<file path="src/rtl/gdgc_pkg.sv">
package gdgc_pkg;

    // Default sizes handed to the top level
    localparam int WEIGHT_BITS_DEF = 18;
    localparam int TIMER_BITS_DEF  = 16;

    // Field widths fixed by the register map and the result word
    localparam int ANGLE_W    = 8;
    localparam int TICKS_W    = 16;
    localparam int GRAMS_W    = 16;
    localparam int CMD_W      = 2;
    localparam int PHASE_W    = 3;
    localparam int CFG_IDX_W  = 3;
    localparam int CFG_DATA_W = 16;

    // Commands
    localparam logic [CMD_W-1:0] CMD_EVAL  = 2'd0;
    localparam logic [CMD_W-1:0] CMD_START = 2'd1;
    localparam logic [CMD_W-1:0] CMD_STOP  = 2'd2;
    localparam logic [CMD_W-1:0] CMD_TICK  = 2'd3;

    // Phase codes
    localparam logic [PHASE_W-1:0] PH_IDLE        = 3'd0;
    localparam logic [PHASE_W-1:0] PH_MAIN        = 3'd1;
    localparam logic [PHASE_W-1:0] PH_MAIN_SETTLE = 3'd2;
    localparam logic [PHASE_W-1:0] PH_SLOW        = 3'd3;
    localparam logic [PHASE_W-1:0] PH_SLOW_SETTLE = 3'd4;

    // Register indexes
    localparam logic [CFG_IDX_W-1:0] REG_FULL_ANGLE   = 3'd0;
    localparam logic [CFG_IDX_W-1:0] REG_SHUT_ANGLE   = 3'd1;
    localparam logic [CFG_IDX_W-1:0] REG_SLOW_ANGLE   = 3'd2;
    localparam logic [CFG_IDX_W-1:0] REG_SETTLE_TICKS = 3'd3;
    localparam logic [CFG_IDX_W-1:0] REG_BURST_TICKS  = 3'd4;
    localparam logic [CFG_IDX_W-1:0] REG_SMALL_REM    = 3'd5;
    localparam logic [CFG_IDX_W-1:0] REG_MEDIUM_REM   = 3'd6;
    localparam logic [CFG_IDX_W-1:0] REG_STOP_MARGIN  = 3'd7;

    // Reciprocal of three scaled by 2^9, exact for magnitudes up to 255
    localparam logic [ANGLE_W-1:0] RECIP3     = 8'd171;
    localparam int                 RECIP3_SHR = 9;

    typedef struct packed {
        logic [ANGLE_W-1:0] full_angle;
        logic [ANGLE_W-1:0] shut_angle;
        logic [ANGLE_W-1:0] slow_angle;
        logic [TICKS_W-1:0] settle_ticks;
        logic [TICKS_W-1:0] burst_ticks;
        logic [GRAMS_W-1:0] small_remaining;
        logic [GRAMS_W-1:0] medium_remaining;
        logic [GRAMS_W-1:0] stop_margin;
    } cfg_t;

    typedef struct packed {
        logic [ANGLE_W-1:0] servo_angle;
        logic               servo_write;
        logic               feeding;
        logic               dosing_active;
        logic [PHASE_W-1:0] phase;
    } res_t;

    // Partial gate opening: closed - (closed - open) / 2 or / 3, truncated toward zero.
    function automatic logic [ANGLE_W-1:0] part_angle(
        input logic [ANGLE_W-1:0] shut_angle,
        input logic [ANGLE_W-1:0] full_angle,
        input logic               third
    );
        logic [ANGLE_W:0]     range;
        logic                 neg;
        logic [ANGLE_W-1:0]   mag;
        logic [2*ANGLE_W-1:0] prod;
        logic [ANGLE_W-1:0]   quot;
        range = {1'b0, shut_angle} - {1'b0, full_angle};
        neg   = range[ANGLE_W];
        mag   = neg ? ANGLE_W'(-range) : range[ANGLE_W-1:0];
        prod  = mag * RECIP3;
        quot  = third ? ANGLE_W'(prod >> RECIP3_SHR) : (mag >> 1);
        return neg ? (shut_angle + quot) : (shut_angle - quot);
    endfunction

endpackage

</file>
<file path="src/rtl/gdgc_in_if.sv">
interface gdgc_in_if #(
    parameter int WEIGHT_BITS = gdgc_pkg::WEIGHT_BITS_DEF
);
    logic                          valid;
    logic                          ready;
    logic [gdgc_pkg::CMD_W-1:0]    command;
    logic [WEIGHT_BITS-2:0]        target_weight;
    logic signed [WEIGHT_BITS-1:0] current_weight;

    modport source (
        output valid, command, target_weight, current_weight,
        input  ready
    );

    modport sink (
        input  valid, command, target_weight, current_weight,
        output ready
    );
endinterface

</file>
<file path="src/rtl/gdgc_out_if.sv">
interface gdgc_out_if;
    logic                         valid;
    logic                         ready;
    logic [gdgc_pkg::ANGLE_W-1:0] servo_angle;
    logic                         servo_write;
    logic                         feeding;
    logic                         dosing_active;
    logic [gdgc_pkg::PHASE_W-1:0] phase;

    modport source (
        output valid, servo_angle, servo_write, feeding, dosing_active, phase,
        input  ready
    );

    modport sink (
        input  valid, servo_angle, servo_write, feeding, dosing_active, phase,
        output ready
    );
endinterface

</file>
<file path="src/rtl/gdgc_seq.sv">
module gdgc_seq #(
    parameter int WEIGHT_BITS = gdgc_pkg::WEIGHT_BITS_DEF,
    parameter int TIMER_BITS  = gdgc_pkg::TIMER_BITS_DEF
) (
    input  logic                          clk,
    input  logic                          rst_n,
    input  logic                          step,
    input  logic [gdgc_pkg::CMD_W-1:0]    cmd,
    input  logic [WEIGHT_BITS-2:0]        target_weight,
    input  logic signed [WEIGHT_BITS-1:0] current_weight,
    input  gdgc_pkg::cfg_t                cfg,
    output gdgc_pkg::res_t                res
);
    import gdgc_pkg::*;

    // Remaining weight needs one bit over the measurement and must hold the 16-bit limits.
    localparam int REM_W = (WEIGHT_BITS + 1 > GRAMS_W + 1) ? WEIGHT_BITS + 1 : GRAMS_W + 1;
    localparam int CMP_W = (TIMER_BITS > TICKS_W) ? TIMER_BITS : TICKS_W;

    logic [PHASE_W-1:0]    phase_reg, phase_next;
    logic [ANGLE_W-1:0]    angle_reg, angle_next;
    logic                  feed_reg, feed_next;
    logic [TIMER_BITS-1:0] settle_reg, settle_next;
    logic [TIMER_BITS-1:0] burst_reg, burst_next;

    logic signed [REM_W-1:0] tgt_s;
    logic signed [REM_W-1:0] cur_s;
    logic signed [REM_W-1:0] remaining;
    logic signed [REM_W-1:0] small_s;
    logic signed [REM_W-1:0] medium_s;
    logic signed [REM_W-1:0] margin_s;
    logic                    reached;
    logic                    near_stop;
    logic                    settle_done;
    logic                    burst_done;
    logic [ANGLE_W-1:0]      main_angle;
    logic                    send;
    logic [ANGLE_W-1:0]      send_angle;
    logic                    wrote;

    // Weight comparisons, all done on the signed remainder
    always_comb
    begin
        tgt_s     = REM_W'($signed({1'b0, target_weight}));
        cur_s     = REM_W'(current_weight);
        remaining = tgt_s - cur_s;
        small_s   = REM_W'($signed({1'b0, cfg.small_remaining}));
        medium_s  = REM_W'($signed({1'b0, cfg.medium_remaining}));
        margin_s  = REM_W'($signed({1'b0, cfg.stop_margin}));
        reached   = (remaining <= 0);
        near_stop = (remaining <= margin_s);
    end

    // Timer checks
    assign settle_done = (CMP_W'(settle_reg) >= CMP_W'(cfg.settle_ticks));
    assign burst_done  = (CMP_W'(burst_reg) >= CMP_W'(cfg.burst_ticks));

    // Gate angle during main fill
    always_comb
    begin
        if (remaining < small_s)
        begin
            main_angle = part_angle(cfg.shut_angle, cfg.full_angle, 1'b1);
        end
        else if (remaining < medium_s)
        begin
            main_angle = part_angle(cfg.shut_angle, cfg.full_angle, 1'b0);
        end
        else
        begin
            main_angle = cfg.full_angle;
        end
    end

    // Phase sequencing for one command word
    always_comb
    begin
        phase_next  = phase_reg;
        feed_next   = feed_reg;
        settle_next = settle_reg;
        burst_next  = burst_reg;
        send        = 1'b0;
        send_angle  = cfg.shut_angle;

        case (cmd)
            CMD_EVAL:
            begin
                if (phase_reg != PH_IDLE && reached)
                begin
                    phase_next = PH_IDLE;
                    send       = 1'b1;
                    send_angle = cfg.shut_angle;
                    feed_next  = 1'b0;
                end
                else
                begin
                    case (phase_reg)
                        PH_MAIN:
                        begin
                            send = 1'b1;
                            if (near_stop)
                            begin
                                send_angle  = cfg.shut_angle;
                                feed_next   = 1'b0;
                                phase_next  = PH_MAIN_SETTLE;
                                settle_next = '0;
                            end
                            else
                            begin
                                send_angle = main_angle;
                            end
                        end
                        PH_MAIN_SETTLE, PH_SLOW_SETTLE:
                        begin
                            if (settle_done)
                            begin
                                send       = 1'b1;
                                send_angle = cfg.slow_angle;
                                feed_next  = 1'b1;
                                phase_next = PH_SLOW;
                                burst_next = '0;
                            end
                        end
                        PH_SLOW:
                        begin
                            if (burst_done)
                            begin
                                send        = 1'b1;
                                send_angle  = cfg.shut_angle;
                                feed_next   = 1'b0;
                                phase_next  = PH_SLOW_SETTLE;
                                settle_next = '0;
                            end
                        end
                        default:
                        begin
                            send       = 1'b1;
                            send_angle = cfg.shut_angle;
                            feed_next  = 1'b0;
                        end
                    endcase
                end
            end
            CMD_START:
            begin
                phase_next = PH_MAIN;
                feed_next  = 1'b1;
            end
            CMD_STOP:
            begin
                phase_next = PH_IDLE;
                send       = 1'b1;
                send_angle = cfg.shut_angle;
                feed_next  = 1'b0;
            end
            default:
            begin
                // Millisecond tick: both timers count and saturate.
                if (settle_reg != '1)
                begin
                    settle_next = settle_reg + 1'b1;
                end
                if (burst_reg != '1)
                begin
                    burst_next = burst_reg + 1'b1;
                end
            end
        endcase

        // The servo only gets a word when the angle really changes.
        wrote      = send && (send_angle != angle_reg);
        angle_next = wrote ? send_angle : angle_reg;
    end

    // Result of this word, taken by the output register
    always_comb
    begin
        res.servo_angle   = angle_next;
        res.servo_write   = wrote;
        res.feeding       = feed_next;
        res.dosing_active = (phase_next != PH_IDLE);
        res.phase         = phase_next;
    end

    // Controller state
    always_ff @(posedge clk or negedge rst_n)
    begin
        if (!rst_n)
        begin
            phase_reg  <= PH_IDLE;
            angle_reg  <= '0;
            feed_reg   <= 1'b0;
            settle_reg <= '0;
            burst_reg  <= '0;
        end
        else if (step)
        begin
            phase_reg  <= phase_next;
            angle_reg  <= angle_next;
            feed_reg   <= feed_next;
            settle_reg <= settle_next;
            burst_reg  <= burst_next;
        end
    end

endmodule

</file>
<file path="src/rtl/gravimetric_dosing_gate_controller.sv">
// A command word is held in the input word register; its result word is worked out from it
// and held in the result word register, which drives the output channel.
// Throughput: one command word per cycle while the result side keeps taking words; a result
// word that waits lets one more command word in and then holds the input.
// Reset clears the phase, feeder, last angle and both timers, and loads the register
// defaults (angles 90, settle and burst 1000 ticks, limits 200, 400 and 50 grams).
module gravimetric_dosing_gate_controller #(
    parameter int WEIGHT_BITS = gdgc_pkg::WEIGHT_BITS_DEF,
    parameter int TIMER_BITS  = gdgc_pkg::TIMER_BITS_DEF
) (
    input  logic                              clk,
    input  logic                              rst_n,
    gdgc_in_if.sink                           in_ch,
    gdgc_out_if.source                        out_ch,
    input  logic                              cfg_we,
    input  logic [gdgc_pkg::CFG_IDX_W-1:0]    cfg_index,
    input  logic [gdgc_pkg::CFG_DATA_W-1:0]   cfg_data
);
    import gdgc_pkg::*;

    cfg_t                          cfg_reg;
    logic                          s1_valid_reg;
    logic [CMD_W-1:0]              s1_cmd_reg;
    logic [WEIGHT_BITS-2:0]        s1_tgt_reg;
    logic signed [WEIGHT_BITS-1:0] s1_cur_reg;
    logic                          out_valid_reg;
    res_t                          out_res_reg;
    res_t                          res;
    logic                          advance;
    logic                          in_take;

    // Move a word to the output whenever the result register is free or being drained.
    assign advance      = s1_valid_reg && (!out_valid_reg || out_ch.ready);
    assign in_ch.ready  = !s1_valid_reg || advance;
    assign in_take      = in_ch.valid && in_ch.ready;

    // Configuration registers
    always_ff @(posedge clk or negedge rst_n)
    begin
        if (!rst_n)
        begin
            cfg_reg.full_angle       <= 8'd90;
            cfg_reg.shut_angle       <= 8'd90;
            cfg_reg.slow_angle       <= 8'd90;
            cfg_reg.settle_ticks     <= 16'd1000;
            cfg_reg.burst_ticks      <= 16'd1000;
            cfg_reg.small_remaining  <= 16'd200;
            cfg_reg.medium_remaining <= 16'd400;
            cfg_reg.stop_margin      <= 16'd50;
        end
        else if (cfg_we)
        begin
            case (cfg_index)
                REG_FULL_ANGLE:   cfg_reg.full_angle       <= cfg_data[ANGLE_W-1:0];
                REG_SHUT_ANGLE:   cfg_reg.shut_angle       <= cfg_data[ANGLE_W-1:0];
                REG_SLOW_ANGLE:   cfg_reg.slow_angle       <= cfg_data[ANGLE_W-1:0];
                REG_SETTLE_TICKS: cfg_reg.settle_ticks     <= cfg_data[TICKS_W-1:0];
                REG_BURST_TICKS:  cfg_reg.burst_ticks      <= cfg_data[TICKS_W-1:0];
                REG_SMALL_REM:    cfg_reg.small_remaining  <= cfg_data[GRAMS_W-1:0];
                REG_MEDIUM_REM:   cfg_reg.medium_remaining <= cfg_data[GRAMS_W-1:0];
                REG_STOP_MARGIN:  cfg_reg.stop_margin      <= cfg_data[GRAMS_W-1:0];
                default:          cfg_reg <= cfg_reg;
            endcase
        end
    end

    // Input stage valid and output stage valid
    always_ff @(posedge clk or negedge rst_n)
    begin
        if (!rst_n)
        begin
            s1_valid_reg  <= 1'b0;
            out_valid_reg <= 1'b0;
        end
        else
        begin
            if (in_take)
            begin
                s1_valid_reg <= 1'b1;
            end
            else if (advance)
            begin
                s1_valid_reg <= 1'b0;
            end

            if (advance)
            begin
                out_valid_reg <= 1'b1;
            end
            else if (out_ch.ready)
            begin
                out_valid_reg <= 1'b0;
            end
        end
    end

    // Input word register
    always_ff @(posedge clk)
    begin
        if (in_take)
        begin
            s1_cmd_reg <= in_ch.command;
            s1_tgt_reg <= in_ch.target_weight;
            s1_cur_reg <= in_ch.current_weight;
        end
    end

    // Result word register
    always_ff @(posedge clk)
    begin
        if (advance)
        begin
            out_res_reg <= res;
        end
    end

    gdgc_seq #(
        .WEIGHT_BITS (WEIGHT_BITS),
        .TIMER_BITS  (TIMER_BITS)
    ) u_seq (
        .clk            (clk),
        .rst_n          (rst_n),
        .step           (advance),
        .cmd            (s1_cmd_reg),
        .target_weight  (s1_tgt_reg),
        .current_weight (s1_cur_reg),
        .cfg            (cfg_reg),
        .res            (res)
    );

    // Output channel
    assign out_ch.valid         = out_valid_reg;
    assign out_ch.servo_angle   = out_res_reg.servo_angle;
    assign out_ch.servo_write   = out_res_reg.servo_write;
    assign out_ch.feeding       = out_res_reg.feeding;
    assign out_ch.dosing_active = out_res_reg.dosing_active;
    assign out_ch.phase         = out_res_reg.phase;

endmodule

</file>
<file path="src/flat_wrapper.sv">
// flat-port wrapper written by rule: the top's interface ports become plain ports
module gravimetric_dosing_gate_controller_flat import gdgc_pkg::*;
#(
    parameter int WEIGHT_BITS = gdgc_pkg::WEIGHT_BITS_DEF,
    parameter int TIMER_BITS  = gdgc_pkg::TIMER_BITS_DEF
)
  (clk, rst_n, cfg_we, cfg_index, cfg_data, in_ch_valid, in_ch_command, in_ch_target_weight, in_ch_current_weight, in_ch_ready, out_ch_valid, out_ch_servo_angle, out_ch_servo_write, out_ch_feeding, out_ch_dosing_active, out_ch_phase, out_ch_ready);
  gdgc_in_if #(.WEIGHT_BITS(WEIGHT_BITS)) in_ch_i ();
  gdgc_out_if out_ch_i ();
  input  logic clk;
  input  logic rst_n;
  input  logic cfg_we;
  input  logic [gdgc_pkg::CFG_IDX_W-1:0] cfg_index;
  input  logic [gdgc_pkg::CFG_DATA_W-1:0] cfg_data;
  input wire logic [$bits(in_ch_i.valid)-1:0] in_ch_valid;
  input wire logic [$bits(in_ch_i.command)-1:0] in_ch_command;
  input wire logic [$bits(in_ch_i.target_weight)-1:0] in_ch_target_weight;
  input wire logic [$bits(in_ch_i.current_weight)-1:0] in_ch_current_weight;
  output wire logic [$bits(in_ch_i.ready)-1:0] in_ch_ready;
  output wire logic [$bits(out_ch_i.valid)-1:0] out_ch_valid;
  output wire logic [$bits(out_ch_i.servo_angle)-1:0] out_ch_servo_angle;
  output wire logic [$bits(out_ch_i.servo_write)-1:0] out_ch_servo_write;
  output wire logic [$bits(out_ch_i.feeding)-1:0] out_ch_feeding;
  output wire logic [$bits(out_ch_i.dosing_active)-1:0] out_ch_dosing_active;
  output wire logic [$bits(out_ch_i.phase)-1:0] out_ch_phase;
  input wire logic [$bits(out_ch_i.ready)-1:0] out_ch_ready;
  assign in_ch_i.valid = in_ch_valid;
  assign in_ch_i.command = in_ch_command;
  assign in_ch_i.target_weight = in_ch_target_weight;
  assign in_ch_i.current_weight = in_ch_current_weight;
  assign in_ch_ready = in_ch_i.ready;
  assign out_ch_valid = out_ch_i.valid;
  assign out_ch_servo_angle = out_ch_i.servo_angle;
  assign out_ch_servo_write = out_ch_i.servo_write;
  assign out_ch_feeding = out_ch_i.feeding;
  assign out_ch_dosing_active = out_ch_i.dosing_active;
  assign out_ch_phase = out_ch_i.phase;
  assign out_ch_i.ready = out_ch_ready;
  gravimetric_dosing_gate_controller #(.WEIGHT_BITS(WEIGHT_BITS), .TIMER_BITS(TIMER_BITS)) u_core (.clk(clk), .rst_n(rst_n), .in_ch(in_ch_i), .out_ch(out_ch_i), .cfg_we(cfg_we), .cfg_index(cfg_index), .cfg_data(cfg_data));
endmodule
</file>
<file path="config.mk">
export PLATFORM = sky130hd
export DESIGN_NAME = gravimetric_dosing_gate_controller_flat
export DESIGN_NICKNAME = d
export VERILOG_FILES = /design/src/rtl/gdgc_pkg.sv /design/src/rtl/gdgc_in_if.sv /design/src/rtl/gdgc_out_if.sv /design/src/rtl/gdgc_seq.sv /design/src/rtl/gravimetric_dosing_gate_controller.sv /design/src/flat_wrapper.sv
export SDC_FILE = /design/constraint.sdc
export NUM_CORES = 1
export LEC_CHECK = 0
export BUFFER_PORTS_ARGS = -buffer_cell sky130_fd_sc_hd__clkbuf_2
export CAP_MARGIN = 20
export CORE_UTILIZATION = 50
export DETAILED_ROUTE_END_ITERATION = 8
export PLACE_DENSITY = 0.67
export REMOVE_ABC_BUFFERS = 1
export SLEW_MARGIN = 20
export SYNTH_ARGS = -nofsm -noshare
export SYNTH_HDL_FRONTEND = slang
export SYNTH_SLANG_ARGS = --single-unit
</file>
<file path="constraint.sdc">
create_clock -name clk -period 10.5 [get_ports clk]
set_clock_uncertainty 0.05 [all_clocks]
set_input_delay 1.05 -clock clk [delete_from_list [all_inputs] [get_ports clk]]
set_output_delay 1.05 -clock clk [all_outputs]
set_load 0.1 [all_outputs]
</file>
==> run summary, run 1 <==
Min-delay worst type -> flop to flop
Setup-failing EPs final -> 0
Die W -> 172 um
Most common cell after layout, fill and taps aside -> inv_1
Hold Vio Cnt, Final -> 0
Vias -> 11.0k
IO buf count -> 76
Avg Inst Size Synth -> 9.81 um^2
Largest fanout on the critical path -> 15
# clock sinks -> 201
Final HPWL DP -> 25,100 um
Synth warn -> 0
Nets -> 1,797
Initial DRC Count -> 677
Root cell of the clock tree -> clkbuf_16
Worst Path Required -> 10.75 ns
DR DRC count -> 0
Number of flip-flops under the largest register name -> 104
H-tree levels -> 1
Slowest cell on the critical path -> o41a_2
Final worst-path cycle share -> 0.937
Critical path class -> flop to flop
Synthesized cell area -> 0.0145 mm^2
DR vias/cell -> 5.63
Final max-slew violation count -> 0
Layout cells sized above 1 -> 0.170
Sequential-to-total area share from yosys stat -> 0.368
Worst Max-Slew Pin Slew -> 1.06 ns
Die area -> 0.0296 mm^2
I/O pins -> 77
Post-CTS sizing -> 0
Hold buffers post-CTS -> 0
Post-Syn Instances -> 1,473
CTS clock-pin slew for the worst setup and hold paths -> 0.06 ns
DRT Wirelength -> 33,500 um
Initial antenna violation count -> 2
Final Hold Slack -> 0.447 ns
Seq cells post-synth -> 201
Largest net degree at the start of global routing -> 81
GPL Wtd Cong -> 0.873
Slew HR -> 0.286
Per-cell routed wire length -> 17.2 um
Final ANT Viol Nets -> 0
Syn-to-layout area delta -> 11.3%
Vias in the first global route -> 10.7k
Synth async-reset ratio -> 0.746
Total track usage -> 0.234
Post-synth top flop -> dfrtp_1
Most frequent cells in the layout -> inv_1, ha_1, dfrtp_1
CP arrival -> 10.08 ns
Clk_lat worst skew -> 0.54 ns
Crit path time final -> 9.83 ns
Max-cap violations -> 0
EDFF count, synth -> 51
Netlist cell types -> 80
Setup TNS -> 0 ns
Max incr delay on CP -> 0.60 ns
Outcome -> finished clean
Row count -> 61
Worst setup SP type -> flop
Initial Util -> 0.515
Die height -> 172 um
CTS tree -> yes
Total gr overflow -> 0
Nature of the critical path endpoint -> flop
Peak Freq -> 102 MHz
CTS Buf Count -> 25
Initial DRT Pass Iterations -> 8
Postcts setup bufs -> 0
Core footprint -> 0.0281 mm^2
RSZ-0062 raised after global routing -> no
Maximum clock path buffer count -> 3
First-pass GRT wire length -> 54,700 um
## layout make-up
cell class | instances | area, um^2
fillers | 2520 | 12000
multi-input cells | 1060 | 8340
flip-flops and latches | 201 | 5330
well taps | 378 | 473
clock buffers | 39 | 741
clock inverters | 7 | 78.8
repair buffers | 86 | 469
diodes | 2 | 5.00
inverters | 176 | 661
## worst max-delay path, delay by kind of cell, from the launching register on
kind | cells | cell delay (ns)
and+or+nand+nor | 5 | 0.99
AOI/OAI and AO/OA | 14 | 3.10
xor gates and xnor gates | 3 | 0.67
buffers and inverters | 5 | 0.32
muxes | 2 | 0.55
adders and majority gates | 9 | 3.40
DFF | 1 | 0.45
## kinds of logic (layout without fill, tap and decap cells)
kind of cell	after synthesis	count (layout)	share of synthesized area
AO/OA/AOI/OAI	325	325	0.150
XOR/XNOR	73	73	0.0447
adder cells (fa/ha/maj)	186	186	0.169
buffers and inverters	212	308	0.0567
flip-flops	201	201	0.368
multiplexers	109	109	0.0839
other	0	2	0
AND/OR/NAND/NOR	367	367	0.127
## path summary, 6_finish.rpt
check	from	end	slack, ns	cells after the start
min	u_core.s1_valid_reg$_DFFE_PN0P_	u_core.out_ch.valid$_DFFE_PN0P_	0.45	1
min reg2reg	u_core.s1_valid_reg$_DFFE_PN0P_	u_core.out_ch.valid$_DFFE_PN0P_	0.45	1
max reg2reg	u_core.cfg_reg[88]$_DFFE_PN0P_	u_core.out_ch.servo_angle[4]$_DFFE_PP_	0.67	38
max	u_core.cfg_reg[88]$_DFFE_PN0P_	u_core.out_ch.servo_angle[4]$_DFFE_PP_	0.67	38
max in group asynchronous	rst_n	u_core.cfg_reg[7]$_DFFE_PN0P_	8.52	2
min in group asynchronous	rst_n	u_core.u_seq.settle_reg[8]$_DFFE_PN0P_	0.47	1
## stage by stage
stage | utilization | area, um^2 | std cells | setup WS [ns]
after floorplan | - | 14300 | 1437 | 1.06
after global placement | 0.543 | 15200 | 1899 | 0.848
after detailed placement | 0.543 | 15200 | 1899 | 0.582
after CTS | 0.572 | 16100 | 1945 | 0.572
after global routing | 0.573 | 16100 | 1947 | 0.0764
final | 0.573 | 16100 | 1949 | 0.666
## routing by layer
metal | GRT usage | up-vias | wire [um]
li1 | - | 5434 | -
met2 | 0.391 | 227 | 15400
met3 | 0.0298 | 53 | 1240
met4 | 0.0643 | 0 | 838
met5 | 0 | - | 0
met1 | 0.317 | 5264 | 16000
## Yosys cell counts, drive strengths merged (5+ instances only)
cell type	count	area, um^2
inv	176	661
ha	170	2130
dfrtp	117	2930
nand2	105	394
mux2	97	1090
nor2	94	353
o21ai	85	425
a21oi	69	345
edfxtp	51	1530
xnor2	46	410
dfstp	33	867
a21o	31	233
clkbuf	31	116
xor2	27	236
nand3	26	143
nor3	21	105
nand2b	18	113
a211oi	17	128
nand4	17	106
fa	16	320
o21a	14	105
or3	14	87.6
a31oi	12	105
and3	12	75.1
mux2i	12	120
and2	11	68.8
nor2b	11	68.8
a211o	10	87.6
a2111oi	8	70.1
nor4	7	43.8
o31ai	7	52.6
o211ai	6	45.0
o22ai	6	37.5
o41ai	6	52.6
a221oi	5	50.0
a22oi	5	37.5
a311oi	5	43.8
buf	5	42.5
nand4b	5	43.8
or4b	5	53.8
Power of run 1 is left out: the tool's default activity adds up to more than one toggle a clock period on the data nets, which glitch-free logic cannot reach.
==> run 2, diff against run 1 <==
--- a/config.mk
+++ b/config.mk
@@ -7,6 +7,7 @@
 export LEC_CHECK = 0
 export BUFFER_PORTS_ARGS = -buffer_cell sky130_fd_sc_hd__clkbuf_2
 export CAP_MARGIN = 20
+export CORE_ASPECT_RATIO = 2
 export CORE_UTILIZATION = 50
 export DETAILED_ROUTE_END_ITERATION = 8
 export PLACE_DENSITY = 0.67
==> run summary, run 2 (synthesized netlist as in run 1, its figures left out) <==
Final worst-path cycle share -> 0.935
Largest fanout on the critical path -> 15
Nets -> 1,794
Final Hold Slack -> 0.455 ns
CTS tree -> yes
Final HPWL DP -> 28,300 um
Largest net degree at the start of global routing -> 97
Most common cell after layout, fill and taps aside -> inv_1
Postcts setup bufs -> 0
Multi-input logic area -> 0.00834 mm^2
Max incr delay on CP -> 0.56 ns
Min-delay worst type -> flop to flop
Per-cell routed wire length -> 18.8 um
CP arrival -> 10.03 ns
Slew HR -> 0.208
Root cell of the clock tree -> clkbuf_16
Die area -> 0.0296 mm^2
Number of flip-flops under the largest register name -> 104
Final ANT Viol Nets -> 0
Worst Path Required -> 10.71 ns
Max-cap violations -> 0
Clk_lat worst skew -> 0.53 ns
Setup-failing EPs final -> 0
# clock sinks -> 201
Fill cells -> 2,553
Register Area -> 0.00533 mm^2
Total gr overflow -> 0
Post-Route Utilization -> 0.566
Crit path time final -> 9.82 ns
Initial Util -> 0.511
Maximum clock path buffer count -> 3
Worst Max-Slew Pin Slew -> 1.18 ns
Post-CTS sizing -> 0
Vias in the first global route -> 11.4k
Syn-to-layout area delta -> 10.8%
GPL Wtd Cong -> 0.944
CTS Buf Count -> 20
Die height -> 242 um
DR vias/cell -> 5.81
IO buf count -> 76
Critical path class -> flop to flop
Hold buffers post-CTS -> 0
Outcome -> finished clean
H-tree levels -> 1
Most frequent cells in the layout -> inv_1, ha_1, dfrtp_1
Total track usage -> 0.247
Row count -> 87
Setup TNS -> 0 ns
Fin area -> 0.0160 mm^2
Antenna diodes -> 0
Initial DRC Count -> 560
Initial antenna violation count -> 0
DR DRC count -> 0
Initial DRT Pass Iterations -> 5
First-pass GRT wire length -> 56,800 um
Nature of the critical path endpoint -> flop
I/O pins -> 77
Core footprint -> 0.0283 mm^2
Die W -> 122 um
Peak Freq -> 102 MHz
Final max-slew violation count -> 0
CTS clock-pin slew for the worst setup and hold paths -> 0.07 ns
Worst setup SP type -> flop
Hold Vio Cnt, Final -> 0
Post-place instance area -> 0.0152 mm^2
DRT Wirelength -> 36,100 um
Vias -> 11.1k
Layout cells sized above 1 -> 0.170
Slowest cell on the critical path -> fa_1
==> run 2: final timing paths <==
| check | start | cells past startpoint | slack [ns] | to |
|---|---|---|---|---|
| setup / recovery | u_core.cfg_reg[88]$_DFFE_PN0P_ | 39 | 0.68 | u_core.out_ch.servo_angle[5]$_DFFE_PP_ |
| hold / removal | u_core.cfg_reg[77]$_DFFE_PN0P_ | 1 | 0.46 | u_core.cfg_reg[77]$_DFFE_PN0P_ |
| setup reg to reg | u_core.cfg_reg[88]$_DFFE_PN0P_ | 39 | 0.68 | u_core.out_ch.servo_angle[5]$_DFFE_PP_ |
| hold reg to reg | u_core.cfg_reg[77]$_DFFE_PN0P_ | 1 | 0.46 | u_core.cfg_reg[77]$_DFFE_PN0P_ |
| max in group asynchronous | rst_n | 2 | 8.51 | u_core.cfg_reg[78]$_DFFE_PN0P_ |
| min in group asynchronous | rst_n | 1 | 0.58 | u_core.u_seq.burst_reg[4]$_DFFE_PN0P_ |
==> run 2: final cells by class <==
| class | instances | area share |
|---|---|---|
| repair buffers | 88 | 0.0307 |
| well taps | 356 | 0.0278 |
| clock inverters | 11 | 0.0122 |
| flip-flops and latches | 201 | 0.333 |
| clock buffers | 25 | 0.0349 |
| multi-input cells | 1060 | 0.521 |
| inverters | 176 | 0.0412 |
==> run 2: worst max-delay path: cells and delay by family (launching register included) <==
| kind | cells | cell delay, ns |
|---|---|---|
| AOI/OAI and AO/OA | 14 | 2.89 |
| and+or+nand+nor | 5 | 1.00 |
| xor gates and xnor gates | 3 | 0.61 |
| adders and majority gates | 9 | 3.44 |
| buffers and inverters | 6 | 0.53 |
| muxes | 2 | 0.56 |
| DFF | 1 | 0.46 |
==> run 2: layer usage <==
metal,vias up,part of all wire,track usage
li1,5397,-,-
met1,5398,0.36,0.245
met2,246,0.56,0.482
met3,95,0.031,0.0228
met4,0,0.052,0.132
met5,-,0,0
==> run 2: through the flow <==
step | worst slack (ns) | std cells
after global placement | 0.965 | 1878
after floorplan | 1.06 | 1437
after global routing | -0.00664 | 1917
after CTS | 0.531 | 1915
final | 0.680 | 1917
after detailed placement | 0.576 | 1879
Power of run 2 is left out for the same reason.
